File: src/rtl/iiee_pkg.sv
// iiee_pkg: shared types, codes and constants for the expression evaluator
// used by all modules in rtl; no dependencies
package iiee_pkg;

   localparam int VALUE_WIDTH = 32;
   localparam int DIV_CNT_WIDTH = $clog2(VALUE_WIDTH + 1);

   localparam logic [1:0] TYPE_NUMBER = 2'd0;
   localparam logic [1:0] TYPE_OP = 2'd1;
   localparam logic [1:0] TYPE_BAD = 2'd2;
   localparam logic [1:0] TYPE_SPARE = 2'd3;

   localparam logic [3:0] OP_PLUS = 4'd0;
   localparam logic [3:0] OP_MINUS = 4'd1;
   localparam logic [3:0] OP_MUL = 4'd2;
   localparam logic [3:0] OP_DIV = 4'd3;
   localparam logic [3:0] OP_MOD = 4'd4;
   localparam logic [3:0] OP_EQ = 4'd5;
   localparam logic [3:0] OP_LE = 4'd8;
   localparam logic [3:0] OP_GE = 4'd10;
   localparam logic [3:0] OP_OTHER = 4'd11;
   localparam logic [3:0] OP_SPARE_HI = 4'd15;

   localparam logic [2:0] CMP_EQ = 3'd0;
   localparam logic [2:0] CMP_NE = 3'd1;
   localparam logic [2:0] CMP_LT = 3'd2;
   localparam logic [2:0] CMP_LE = 3'd3;
   localparam logic [2:0] CMP_GT = 3'd4;
   localparam logic [2:0] CMP_GE = 3'd5;

   localparam logic [3:0] ERR_OK = 4'd0;
   localparam logic [3:0] ERR_BAD = 4'd1;
   localparam logic [3:0] ERR_LEAD = 4'd2;
   localparam logic [3:0] ERR_SYNTAX = 4'd3;
   localparam logic [3:0] ERR_DIV0 = 4'd4;
   localparam logic [3:0] ERR_MOD0 = 4'd5;
   localparam logic [3:0] ERR_NOCMP = 4'd6;
   localparam logic [3:0] ERR_MANYCMP = 4'd7;
   localparam logic [3:0] ERR_MISSING = 4'd8;

   // controller to datapath
   typedef struct packed {
      logic take;      // latch the token into the datapath
      logic div_start; // begin the iterative divide
      logic div_step;  // one restoring step
      logic apply;     // apply the token to state
      logic emit;      // load output register
   } cmd_type;

   // datapath to controller
   typedef struct packed {
      logic need_div;
      logic div_done;
   } status_type;

endpackage

File: src/rtl/iiee_divider.sv
// iiee_divider: iterative signed divide and modulo, one quotient bit per step
// depends on iiee_pkg
module iiee_divider (
   input  logic                            clock,
   input  logic                            reset,
   input  logic                            start,
   input  logic                            step,
   input  logic [iiee_pkg::VALUE_WIDTH-1:0] dividend,
   input  logic [iiee_pkg::VALUE_WIDTH-1:0] divisor,
   output logic                            done,
   output logic [iiee_pkg::VALUE_WIDTH-1:0] quotient,
   output logic [iiee_pkg::VALUE_WIDTH-1:0] remainder
);
   import iiee_pkg::*;

   localparam int W = VALUE_WIDTH;

   logic [W-1:0] q_ff, q_in, d_ff, d_in;
   logic [W:0] r_ff, r_in, trial;
   logic na_ff, na_in, nq_ff, nq_in;
   logic [DIV_CNT_WIDTH-1:0] cnt_ff, cnt_in;
   logic [W-1:0] ma, mb;

   always_comb begin
      ma = dividend[W-1] ? (~dividend + 1'b1) : dividend;
      mb = divisor[W-1] ? (~divisor + 1'b1) : divisor;
      q_in = q_ff;
      r_in = r_ff;
      d_in = d_ff;
      na_in = na_ff;
      nq_in = nq_ff;
      cnt_in = cnt_ff;
      trial = {r_ff[W-1:0], q_ff[W-1]} - {1'b0, d_ff};
      if (start) begin
         q_in = ma;
         r_in = '0;
         d_in = mb;
         na_in = dividend[W-1];
         nq_in = dividend[W-1] ^ divisor[W-1];
         cnt_in = DIV_CNT_WIDTH'(W);
      end else if (step && cnt_ff != '0) begin
         if (!trial[W]) begin
            r_in = trial;
            q_in = {q_ff[W-2:0], 1'b1};
         end else begin
            r_in = {r_ff[W-1:0], q_ff[W-1]};
            q_in = {q_ff[W-2:0], 1'b0};
         end
         cnt_in = cnt_ff - 1'b1;
      end
   end

   always_ff @(posedge clock) begin
      q_ff <= q_in;
      r_ff <= r_in;
      d_ff <= d_in;
      na_ff <= na_in;
      nq_ff <= nq_in;
      if (reset) begin
         cnt_ff <= '0;
      end else begin
         cnt_ff <= cnt_in;
      end
   end

   assign done = (cnt_ff == '0);
   assign quotient = nq_ff ? (~q_ff + 1'b1) : q_ff;
   assign remainder = na_ff ? (~r_ff[W-1:0] + 1'b1) : r_ff[W-1:0];

endmodule

File: src/rtl/iiee_datapath.sv
// iiee_datapath: side evaluation state, comparison and result register
// depends on iiee_pkg and iiee_divider
module iiee_datapath (
   input  logic                            clock,
   input  logic                            reset,
   input  iiee_pkg::cmd_type               cmd,
   output iiee_pkg::status_type            status,
   input  logic [1:0]                      req_type,
   input  logic [iiee_pkg::VALUE_WIDTH-1:0] req_token_value,
   input  logic [3:0]                      req_op_code,
   input  logic                            req_is_condition,
   input  logic                            req_last_token,
   output logic                            tok_last,
   output logic [iiee_pkg::VALUE_WIDTH-1:0] rsp_expr_value,
   output logic                            rsp_cond_true,
   output logic [3:0]                      rsp_error_code
);
   import iiee_pkg::*;

   localparam int W = VALUE_WIDTH;

   // latched token
   logic [1:0] ty_ff;
   logic [W-1:0] tv_ff;
   logic [3:0] op_ff;
   logic cond_ff, last_ff;

   logic [W-1:0] sum_ff, sum_in, term_ff, term_in, left_ff, left_in;
   logic [3:0] pend_ff, pend_in;
   logic expv_ff, expv_in, tminus_ff, tminus_in;
   logic [1:0] cnt_ff, cnt_in, ccount_ff, ccount_in;
   logic [2:0] ckind_ff, ckind_in;
   logic [7:0] ef_ff, ef_in;
   logic [3:0] lerr_ff, lerr_in;
   logic lempty_ff, lempty_in, mode_ff, mode_in, start_ff, start_in;

   logic [W-1:0] out_v_ff;
   logic out_t_ff;
   logic [3:0] out_e_ff;

   logic div_done;
   logic [W-1:0] quo, rem;

   // flag bits
   localparam int F_BAD = 0, F_LEAD = 1, F_MSYN = 2, F_DIV0 = 3, F_MOD0 = 4, F_ADD = 5;

   iiee_divider u_div (
      .clock(clock), .reset(reset), .start(cmd.div_start), .step(cmd.div_step),
      .dividend(term_ff), .divisor(tv_ff), .done(div_done),
      .quotient(quo), .remainder(rem)
   );

   function automatic logic is_mult(input logic [3:0] c);
      return (c == OP_MUL) || (c == OP_DIV) || (c == OP_MOD);
   endfunction

   function automatic logic slt(input logic [W-1:0] a, input logic [W-1:0] b);
      return $signed(a) < $signed(b);
   endfunction

   logic [3:0] op_n;
   logic mode_now, is_cmp;
   logic [3:0] sc;
   logic [W-1:0] sv, closed, ev;
   logic truth;
   logic [3:0] ecode;

   assign op_n = (op_ff > OP_OTHER) ? OP_OTHER : op_ff;
   assign mode_now = start_ff ? mode_ff : cond_ff;
   assign is_cmp = mode_now && ty_ff == TYPE_OP && op_n >= OP_EQ && op_n <= OP_GE;
   assign status.need_div = ty_ff == TYPE_NUMBER && cnt_ff != 2'd0 && expv_ff
                            && (pend_ff == OP_DIV || pend_ff == OP_MOD) && tv_ff != '0
                            && !is_cmp && !(mode_now && ccount_ff >= 2'd2);
   assign status.div_done = div_done;
   assign tok_last = last_ff;

   always_comb begin
      logic mf;
      mf = 1'b0;
      sum_in = sum_ff; term_in = term_ff; left_in = left_ff;
      pend_in = pend_ff; expv_in = expv_ff; tminus_in = tminus_ff;
      cnt_in = cnt_ff; ccount_in = ccount_ff; ckind_in = ckind_ff;
      ef_in = ef_ff; lerr_in = lerr_ff; lempty_in = lempty_ff;
      mode_in = mode_now; start_in = 1'b1;
      closed = tminus_ff ? sum_ff - term_ff : sum_ff + term_ff;
      // side finish on current state
      if (ef_ff[F_BAD]) sc = ERR_BAD;
      else if (ef_ff[F_LEAD] || expv_ff) sc = ERR_LEAD;
      else if (ef_ff[F_MSYN]) sc = ERR_SYNTAX;
      else if (ef_ff[F_DIV0]) sc = ERR_DIV0;
      else if (ef_ff[F_MOD0]) sc = ERR_MOD0;
      else if (ef_ff[F_ADD]) sc = ERR_SYNTAX;
      else sc = ERR_OK;
      sv = (sc == ERR_OK) ? closed : '0;
      if (is_cmp) begin
         if (ccount_ff == 2'd0) begin
            lempty_in = cnt_ff == 2'd0;
            left_in = sv;
            lerr_in = sc;
            ckind_in = 3'(op_n - OP_EQ);
            ccount_in = 2'd1;
            sum_in = '0; term_in = '0; pend_in = OP_PLUS; expv_in = 1'b1;
            cnt_in = 2'd0; ef_in = '0; tminus_in = 1'b0;
         end else begin
            ccount_in = 2'd2;
         end
      end else if (mode_now && ccount_ff >= 2'd2) begin
         cnt_in = cnt_ff;
      end else if (ty_ff == TYPE_NUMBER) begin
         if (cnt_ff == 2'd0) begin
            sum_in = '0; tminus_in = 1'b0; term_in = tv_ff;
         end else if (!expv_ff) begin
            ef_in[F_ADD] = 1'b1; term_in = tv_ff;
         end else if (pend_ff == OP_MUL) begin
            term_in = W'(term_ff * tv_ff);
         end else if (is_mult(pend_ff)) begin
            if (tv_ff == '0) begin
               if (ef_ff[4:2] == 3'b000) begin
                  if (pend_ff == OP_DIV) ef_in[F_DIV0] = 1'b1;
                  else ef_in[F_MOD0] = 1'b1;
               end
            end else begin
               term_in = (pend_ff == OP_MOD) ? rem : quo;
            end
         end else begin
            term_in = tv_ff;
         end
         expv_in = 1'b0;
         if (cnt_ff < 2'd2) cnt_in = cnt_ff + 1'b1;
      end else if (ty_ff == TYPE_OP) begin
         if (cnt_ff == 2'd0) begin
            ef_in[F_LEAD] = 1'b1;
         end else if (expv_ff) begin
            if (is_mult(pend_ff) && ef_in[4:2] == 3'b000) ef_in[F_MSYN] = 1'b1;
            mf = (ef_in[4:2] == 3'b000);
            if (is_mult(op_n)) begin
               if (mf) ef_in[F_MSYN] = 1'b1;
            end else if (!is_mult(pend_ff)) begin
               ef_in[F_ADD] = 1'b1;
            end
            if (op_n > OP_MOD) ef_in[F_ADD] = 1'b1;
         end else if (op_n <= OP_MINUS) begin
            sum_in = closed;
            tminus_in = op_n[0];
         end else if (!is_mult(op_n)) begin
            ef_in[F_ADD] = 1'b1;
         end
         pend_in = op_n;
         expv_in = 1'b1;
         if (cnt_ff < 2'd2) cnt_in = cnt_ff + 1'b1;
      end else begin
         ef_in[F_BAD] = 1'b1;
         if (cnt_ff < 2'd2) cnt_in = cnt_ff + 1'b1;
      end
   end

   // result from the state after the last token has been applied
   always_comb begin
      logic [W-1:0] rv;
      case (ckind_ff)
         CMP_EQ: truth = left_ff == sv;
         CMP_NE: truth = left_ff != sv;
         CMP_LT: truth = slt(left_ff, sv);
         CMP_LE: truth = !slt(sv, left_ff);
         CMP_GT: truth = slt(sv, left_ff);
         CMP_GE: truth = !slt(left_ff, sv);
         default: truth = 1'b0;
      endcase
      rv = sv;
      if (!mode_ff) begin
         ev = sv; ecode = sc; truth = 1'b0;
      end else if (ccount_ff >= 2'd2) begin
         ev = '0; ecode = ERR_MANYCMP; truth = 1'b0;
      end else if (ccount_ff == 2'd0) begin
         ev = '0; ecode = ERR_NOCMP; truth = 1'b0;
      end else if (lempty_ff || cnt_ff == 2'd0) begin
         ev = '0; ecode = ERR_MISSING; truth = 1'b0;
      end else begin
         ev = left_ff + (rv & '0);
         ecode = (lerr_ff != ERR_OK) ? lerr_ff : sc;
      end
   end

   always_ff @(posedge clock) begin
      if (cmd.take) begin
         ty_ff <= req_type;
         tv_ff <= req_token_value;
         op_ff <= req_op_code;
         cond_ff <= req_is_condition;
         last_ff <= req_last_token;
      end
      if (cmd.emit) begin
         out_v_ff <= ev;
         out_t_ff <= truth;
         out_e_ff <= ecode;
      end
      if (reset || cmd.emit) begin
         sum_ff <= '0; term_ff <= '0; left_ff <= '0; pend_ff <= OP_PLUS;
         expv_ff <= 1'b1; tminus_ff <= 1'b0; cnt_ff <= '0; ccount_ff <= '0;
         ckind_ff <= '0; ef_ff <= '0; lerr_ff <= ERR_OK; lempty_ff <= 1'b0;
         mode_ff <= 1'b0; start_ff <= 1'b0;
      end else if (cmd.apply) begin
         sum_ff <= sum_in; term_ff <= term_in; left_ff <= left_in; pend_ff <= pend_in;
         expv_ff <= expv_in; tminus_ff <= tminus_in; cnt_ff <= cnt_in;
         ccount_ff <= ccount_in; ckind_ff <= ckind_in; ef_ff <= ef_in;
         lerr_ff <= lerr_in; lempty_ff <= lempty_in; mode_ff <= mode_in;
         start_ff <= start_in;
      end
   end

   assign rsp_expr_value = out_v_ff;
   assign rsp_cond_true = out_t_ff;
   assign rsp_error_code = out_e_ff;

endmodule

File: src/rtl/iiee_controller.sv
// iiee_controller: token sequencing state machine and handshakes
// depends on iiee_pkg
module iiee_controller (
   input  logic                 clock,
   input  logic                 reset,
   input  logic                 req_valid,
   output logic                 req_stall,
   output logic                 rsp_valid,
   input  logic                 rsp_stall,
   input  logic                 tok_last,
   input  iiee_pkg::status_type status,
   output iiee_pkg::cmd_type    cmd
);
   import iiee_pkg::*;

   typedef enum logic [4:0] {
      S_IDLE  = 5'b00001,
      S_DECIDE = 5'b00010,
      S_DIV   = 5'b00100,
      S_APPLY = 5'b01000,
      S_EMIT  = 5'b10000
   } state_type;

   state_type state_ff, state_in;
   logic rv_ff, rv_in;

   always_comb begin
      state_in = state_ff;
      rv_in = rv_ff;
      cmd = '0;
      if (rv_ff && !rsp_stall) rv_in = 1'b0;
      req_stall = (state_ff != S_IDLE);
      case (state_ff)
         S_IDLE: begin
            if (req_valid) begin
               cmd.take = 1'b1;
               state_in = S_DECIDE;
            end
         end
         S_DECIDE: begin
            if (status.need_div) begin
               cmd.div_start = 1'b1;
               state_in = S_DIV;
            end else begin
               state_in = S_APPLY;
            end
         end
         S_DIV: begin
            cmd.div_step = 1'b1;
            if (status.div_done) state_in = S_APPLY;
         end
         S_APPLY: begin
            cmd.apply = 1'b1;
            state_in = tok_last ? S_EMIT : S_IDLE;
         end
         S_EMIT: begin
            if (!rv_ff || !rsp_stall) begin
               cmd.emit = 1'b1;
               rv_in = 1'b1;
               state_in = S_IDLE;
            end
         end
         default: state_in = S_IDLE;
      endcase
   end

   always_ff @(posedge clock) begin
      if (reset) begin
         state_ff <= S_IDLE;
         rv_ff <= 1'b0;
      end else begin
         state_ff <= state_in;
         rv_ff <= rv_in;
      end
   end

   assign rsp_valid = rv_ff;

   a_emit_sets_valid: assert property (@(posedge clock) disable iff (reset)
      cmd.emit |=> rsp_valid) else $error("emit did not raise valid");
   a_div_only_on_need: assert property (@(posedge clock) disable iff (reset)
      cmd.div_start |-> status.need_div) else $error("divide without need");
   a_stall_when_busy: assert property (@(posedge clock) disable iff (reset)
      state_ff == S_DIV |-> req_stall) else $error("input open during divide");

endmodule

File: src/rtl/infix_integer_expression_evaluator_unit.sv
// infix_integer_expression_evaluator_unit: top level, controller plus datapath
// depends on iiee_pkg, iiee_controller, iiee_datapath
// one token at a time via take, decide and apply; / and % also step the divider
// after the last token, S_EMIT loads the output register, which frees the input
// synchronous active-high reset clears all evaluation state and the result valid
module infix_integer_expression_evaluator_unit (
   input  logic                            clock,
   input  logic                            reset,
   input  logic                            req_valid,
   output logic                            req_stall,
   input  logic [1:0]                      req_type,
   input  logic [iiee_pkg::VALUE_WIDTH-1:0] req_token_value,
   input  logic [3:0]                      req_op_code,
   input  logic                            req_is_condition,
   input  logic                            req_last_token,
   output logic                            rsp_valid,
   input  logic                            rsp_stall,
   output logic [iiee_pkg::VALUE_WIDTH-1:0] rsp_expr_value,
   output logic                            rsp_cond_true,
   output logic [3:0]                      rsp_error_code
);
   import iiee_pkg::*;

   cmd_type cmd;
   status_type status;
   logic tok_last;

   iiee_controller u_ctrl (
      .clock(clock), .reset(reset), .req_valid(req_valid), .req_stall(req_stall),
      .rsp_valid(rsp_valid), .rsp_stall(rsp_stall), .tok_last(tok_last),
      .status(status), .cmd(cmd)
   );

   iiee_datapath u_dp (
      .clock(clock), .reset(reset), .cmd(cmd), .status(status),
      .req_type(req_type), .req_token_value(req_token_value),
      .req_op_code(req_op_code), .req_is_condition(req_is_condition),
      .req_last_token(req_last_token), .tok_last(tok_last),
      .rsp_expr_value(rsp_expr_value), .rsp_cond_true(rsp_cond_true),
      .rsp_error_code(rsp_error_code)
   );

endmodule

File: config.mk
export PLATFORM = sky130hd
export DESIGN_NAME = infix_integer_expression_evaluator_unit
export DESIGN_NICKNAME = d
export VERILOG_FILES = /design/src/rtl/iiee_pkg.sv /design/src/rtl/iiee_divider.sv /design/src/rtl/iiee_datapath.sv /design/src/rtl/iiee_controller.sv /design/src/rtl/infix_integer_expression_evaluator_unit.sv
export SDC_FILE = /design/constraint.sdc
export NUM_CORES = 2
export LEC_CHECK = 0
export BUFFER_PORTS_ARGS = -buffer_cell sky130_fd_sc_hd__buf_2
export CORE_UTILIZATION = 59
export DETAILED_ROUTE_END_ITERATION = 10
export PLACE_DENSITY = 0.8
export SYNTH_ARGS = -nofsm -noshare
export SYNTH_HDL_FRONTEND = slang
export SYNTH_SLANG_ARGS = --single-unit
File: constraint.sdc
create_clock -name clock -period 6.7 [get_ports clock]
set_input_delay 0.335 -clock clock [delete_from_list [all_inputs] [get_ports clock]]
set_output_delay 0.335 -clock clock [all_outputs]
set_load 0.01 [all_outputs]
* After elaboration in Yosys (flattened, before gate mapping)
Cells that the tools add are included.
Word-level totals: bits in registers 309, output and inout port bits 39, word-level logic and storage cells 299
Operators by class: $add $sub $neg 10, reductions and logical operators 68, bitwise gates (word level) 6, eq/ne operators 42, $lt $le $gt $ge 9, muxes and demuxes 126, $mul 1
Operators by type and width (count):
- two-way mux 32 bit | 30
- adder 32 x 1 -> 32 bit, second input constant | 4
- inverter 32 bit | 4
- two-way mux 4 bit | 17
- less-than comparator 32 bit | 2
- two-way mux 1 bit | 52
- AND reduction 11 bit | 3
- subtractor 33 x 32 -> 33 bit | 1
- adder 32 bit | 1
- equality test 32 bit | 1
- zero test 32 bit | 1
- multiplier 32 x 32 -> 32 bit | 1
- != test 32 bit | 1
- nonzero test 32 bit | 1
- subtractor 32 bit | 1
- two-way mux 31 bit | 1
- two-way mux 6 bit | 5
- two-way mux 2 bit | 13
- one-hot mux 5 bit (5 select lines) | 1
- nonzero test 2 bit | 11
- two-way mux 5 bit | 4
- equality test 4 x 2 -> 1 bit, second input constant | 4
- != test 2 x 1 -> 1 bit, second input constant | 8
- AND reduction 5 bit | 3
- other kinds (52) | 92

* Logic depth before layout (Yosys ltp)
word-level depth 20, depth in mapped cells 31

* By module
From an unflattened synthesis, not the netlist that was laid out.
Second synthesis, totals: cell total of the unflattened synthesis 4162, area, all modules 36023.3 µm²
Modules (own cells, without submodules):
- iiee_datapath | instances 1, seq. area each 4734.5 µm², cells each 3102, area an instance 27162.3 µm²
- iiee_divider | instances 1, seq. area each 2742.6 µm², cells each 1021, area an instance 8508.2 µm²
- iiee_controller | instances 1, seq. area each 120.1 µm², cells each 39, area an instance 352.8 µm²

* Worst setup path before layout
No wires, ideal clock.
kind register to register, start register u_dp.tv_ff[7], end register u_dp.term_ff[29], clock period less this slack 7.334 ns, data required time 6.608 ns, stages on the path, launching flop included 27, library setup time 0.092 ns, setup slack -0.634 ns, arrival 7.242 ns, buffers on the path 2, path through edfxtp_1 > clkbuf_1 > clkbuf_1 > and2_1 > fa_1 > fa_1 > fa_1 > inv_1 > fa_1 > inv_1 > fa_1 > inv_1 > fa_1 > inv_1 > fa_1 > fa_1 > ha_1 > and3_1 > a31oi_1 > o21ai_0 > a211oi_2 > o31ai_1 > and4_1 > a2111oi_1 > xnor2_1 > a221oi_1 > nor4_1
On the way: longest elaborated chain between the ends 7, elaborated cells on any way between the ends 10, classes of those cells mul: 1; eq/ne: 1; mux: 6; reduce/logical: 2
RTL lines:
- from (decl) | RTL line iiee_datapath.sv:24 | logic [W-1:0] tv_ff;
- from (signal assigned) | RTL line iiee_datapath.sv:187 | tv_ff <= req_token_value;
- multiplier 32 x 32 -> 32 bit | RTL line iiee_datapath.sv:115 | term_in = W'(term_ff * tv_ff);
- two-way mux 32 bit | RTL line iiee_datapath.sv:114 | end else if (pend_ff == OP_MUL) begin
- two-way mux 32 bit | RTL line iiee_datapath.sv:112 | end else if (!expv_ff) begin
- two-way mux 32 bit | RTL line iiee_datapath.sv:110 | if (cnt_ff == 2'd0) begin
- two-way mux 32 bit | RTL line iiee_datapath.sv:109 | end else if (ty_ff == TYPE_NUMBER) begin
- two-way mux 32 bit | RTL line iiee_datapath.sv:107 | end else if (mode_now && ccount_ff >= 2'd2) begin
- two-way mux 32 bit | RTL line iiee_datapath.sv:95 | if (is_cmp) begin
- to (signal assigned) | RTL line iiee_datapath.sv:203 | sum_ff <= sum_in; term_ff <= term_in; left_ff <= left_in; pend_ff <= pend_in;
- to (decl) | RTL line iiee_datapath.sv:28 | logic [W-1:0] sum_ff, sum_in, term_ff, term_in, left_ff, left_in;
Parallel ways exist; a longest one is shown, timed or not. The select of a mux whose other input is x is not followed. A chain may end at the register's enable or synchronous reset.

* Worst setup path after layout
start register u_dp.tv_ff[2], end register u_dp.term_ff[24]
Same word-level chain as after synthesis.

==> impl_results.md <==
- Async set or reset register ratio after synthesis: 0%
- Placeable Area: 59020 sq um
- Reg-to-reg setup timing slack: -0.47 ns
- Clock-pin slew on the worst setup and hold paths: 0.06 ns
- Worst EP arrival: 7.64 ns
- Share of post-route cells with drive strength above 1: 15.90%
- CP Class: register to register
- Outcome: finished with violations
- Top cells by area, synth: fa_1, edfxtp_1, dfxtp_1, ha_1, and2_1
- Post-Syn Instances: 4014
- Row Count: 89
- Via/cell ratio: 6.099
- DP HPWL: 88830 um
- Failing checks: setup timing
- Largest net degree at the start of global routing: 67
- Max IR drop VDD: 0.0002096 V
- Slowest stage delay, CP: 0.54 ns
- Worst Setup End Kind: register
- Worst-path fanout max: 8
- Fin crit period: 7.171 ns
- Total gr overflow: 0
- IO buf count: 82
- DR WL/cell: 22.37 um
- Clock sink count: 308
- R2R cell count: 27
- Total number of vias: 31340
- First-pass GRT wire length: 175800 um
- Relative slew slack: 20.63%
- Area leader, netlist: fa_1
- Final worst path period share: 107.0%
- Initial antenna violation count: 3
- ANT nets after route: 0
- Post-synth top cells: inv_1, nand2_1, fa_1
- Number of max-cap violations: 0
- Top-area cell type share of the netlist area: 23.29%
- Final Hold Violating Endpoints: 0
- Max Fclk: 139.5 MHz
- WL final: 114900 um
- Total GRT Usage: 37.95%
- Power Density: 114.5 nW/um^2
- Root buffer cell: clkbuf_16
- Die height: 246.4 um
- Slowest cell on crit path: fa_1
- Final nets: 5020
- Critical path required time: 7.17 ns
- Pleak: 0.01869 uW
- PnR worst setup slack: -0.4710 ns
- Slew Limit Fails: 0
- I/O Pins: 83
- Final GP Congestion: 1.025
- Reg-to-reg endpoint: u_dp.term_ff[24]
- Crit start category: register
- Drt first-iter violations: 3204
- Ys flop type: dfxtp_1
- Worst skew pair latency: 0.58 ns
- Crit. Startpoint: u_dp.tv_ff[2]
- Worst slew pin tran: 1.188 ns
- Sequential fraction of the synthesis area: 21.56%
- Design Area, Final: 41410 sq um
- Multi-input logic area: 25750 sq um
- Die area: 60720 sq um
- EDFF count, synth: 143
- Clk buf depth: 3
- Die width: 246.4 um
- Area delta synth->final: 17.49%
- Cell mode on critical path: fa_1
- Placement Cell Area: 39040 sq um
- Post-route DRC: 0
- Worst hold path class: primary input to register
- Worst Hold End: u_dp.tv_ff[7]
- Num CTS Buffers: 36
- Final Setup Violations: 18
- Worst Hold Launch: req_token_value[7]
- Initial DRT Pass Iterations: 8
- Syn_nets: 4698
- Cell area after synthesis: 35240 sq um
- H-tree depth: 2
- CTS tree: done
- Fillers: 4477
- Sequential cell area: 7609 sq um
- Mapped Avg Cell Area: 8.780 sq um
- Seq cells post-synth: 308
- Post-synth cell types: 82
- Ys Warns: 0
- Initial core utilization: 59.71%
- Vias in the first global route: 31090
- Clock skew: 0.03492 ns
- Final TNS setup: -4.446 ns
- Reg2reg start: u_dp.tv_ff[2]
- RSZ-0062 raised after global routing: yes
- Hold Path Stages: 1
- Final Core Density: 70.16%
- Top-count cell post-synth: inv_1
-- area by class of cell --
class | instances | area share, %
multi-input cells | 2994 | 62.19
flip-flops and latches | 308 | 18.37
repair buffers | 516 | 9.929
inverters | 480 | 4.351
clock buffers | 48 | 2.357
well taps | 773 | 2.336
clock inverters | 18 | 0.4533
diodes | 2 | 0.01209
-- cells in the final DEF, fill, tap and decap left out, drive strengths merged, types with 9 or more instances in the layout --
master | synthesis | final
inv | 480 | 483
buf | 19 | 477
nand2 | 475 | 475
fa | 410 | 410
and2 | 309 | 309
nor2 | 255 | 255
ha | 230 | 230
xnor2 | 196 | 196
o21ai | 188 | 188
a21oi | 172 | 172
dfxtp | 165 | 165
edfxtp | 143 | 143
xor2 | 96 | 96
nor3 | 55 | 55
clkbuf | 213 | 49
nand3 | 47 | 47
a21o | 43 | 43
o31ai | 39 | 39
dlygate4sd3 | 0 | 38
a22oi | 37 | 37
mux2i | 35 | 35
nand2b | 31 | 31
or3 | 31 | 31
o21a | 24 | 24
a31oi | 24 | 24
nor2b | 21 | 21
a211oi | 21 | 21
a22o | 20 | 20
or4 | 19 | 19
nor4 | 19 | 19
o41ai | 18 | 18
nand4 | 16 | 16
o22ai | 16 | 16
o21bai | 15 | 15
o211ai | 14 | 14
o221ai | 14 | 14
or2 | 14 | 14
clkinv | 0 | 12
and3 | 10 | 10
a211o | 9 | 9
-- layer usage --
metal	GRT usage [%]	wire length [um]	up-vias
li1	-	-	13840
met1	47.87	43540	15310
met2	61.30	52780	1707
met3	7.277	11070	478
met4	20.81	7557	2
met5	0	11	-
-- metrics by stage --
step / std cells / hold WS, ns / setup slack [ns] / total power (uW)
2_1_floorplan: 4014 / 0.4247 / -0.2291 / 2402
3_3_place_gp: 5013 / 0.4610 / -0.4318 / 2718
3_5_place_dp: 5013 / 0.4717 / -0.5707 / 2729
4_1_cts: 5128 / 0.05459 / -0.4081 / 4710
5_1_grt: 5137 / 0.04486 / -0.6265 / 4858
6_report: 5139 / 0.07275 / -0.4710 / 4741
-- how the worst max path moves through the flow --
stage | slack, ns | depth (start not counted) | end
after floorplan | -0.23 | 26 | u_dp.term_ff[29]
after global placement | -0.43 | 22 | u_dp.term_ff[29]
after detailed placement | -0.57 | 24 | u_dp.term_ff[29]
after CTS | -0.41 | 25 | u_dp.term_ff[29]
after global routing | -0.63 | 27 | u_dp.term_ff[24]
final | -0.47 | 27 | u_dp.term_ff[24]
-- what timing repair did --
item,4_1_cts,5_1_grt
pin swaps,26,52
endpoints found under the setup margin,19,23
gates resized for setup,59,74
hold buffers,38,0
setup buffers,11,9
hold endpoints to repair,38,0
gates cloned,0,1
-- logic make-up after synthesis --
kind of cell    after synthesis  synth area share, %
fa+ha+maj                   640                31.46
compound gates              708                12.97
xor+xnor                    292                7.257
buf+inv                     712                7.644
flops                       308                21.56
mux                          36                1.026
simple gates               1318                18.09
-- critical path, delay by kind of cell (launching register included) --
family,cells,cell delay (ns)
adders and majority gates,9,3.90
and+or+nand+nor,1,0.17
buffers and inverters,7,0.73
DFF,1,0.43
AOI/OAI and AO/OA,10,1.85
-- registers in the layout (all words and copies together) (netlist names), 5 cells and up --
signal	count
u_dp.u_div.r_ff	32
u_dp.left_ff	32
u_dp.tv_ff	32
u_dp.term_ff	32
u_ctrl.state_ff	5
u_dp.u_div.d_ff	32
u_dp.rsp_expr_value	32
u_dp.u_div.cnt_ff	6
u_dp.ef_ff	6
u_dp.sum_ff	32
u_dp.u_div.q_ff	32
-- where the power goes --
part | total, uW | leakage (uW) | internal [uW] | switching, uW
Sequential | 2060 | 0.00274 | 2000 | 51.8
Clock | 1980 | 0.000567 | 1120 | 864
Combinational | 703 | 0.0154 | 289 | 415
Note: power is estimated with default switching activity, not from simulation.
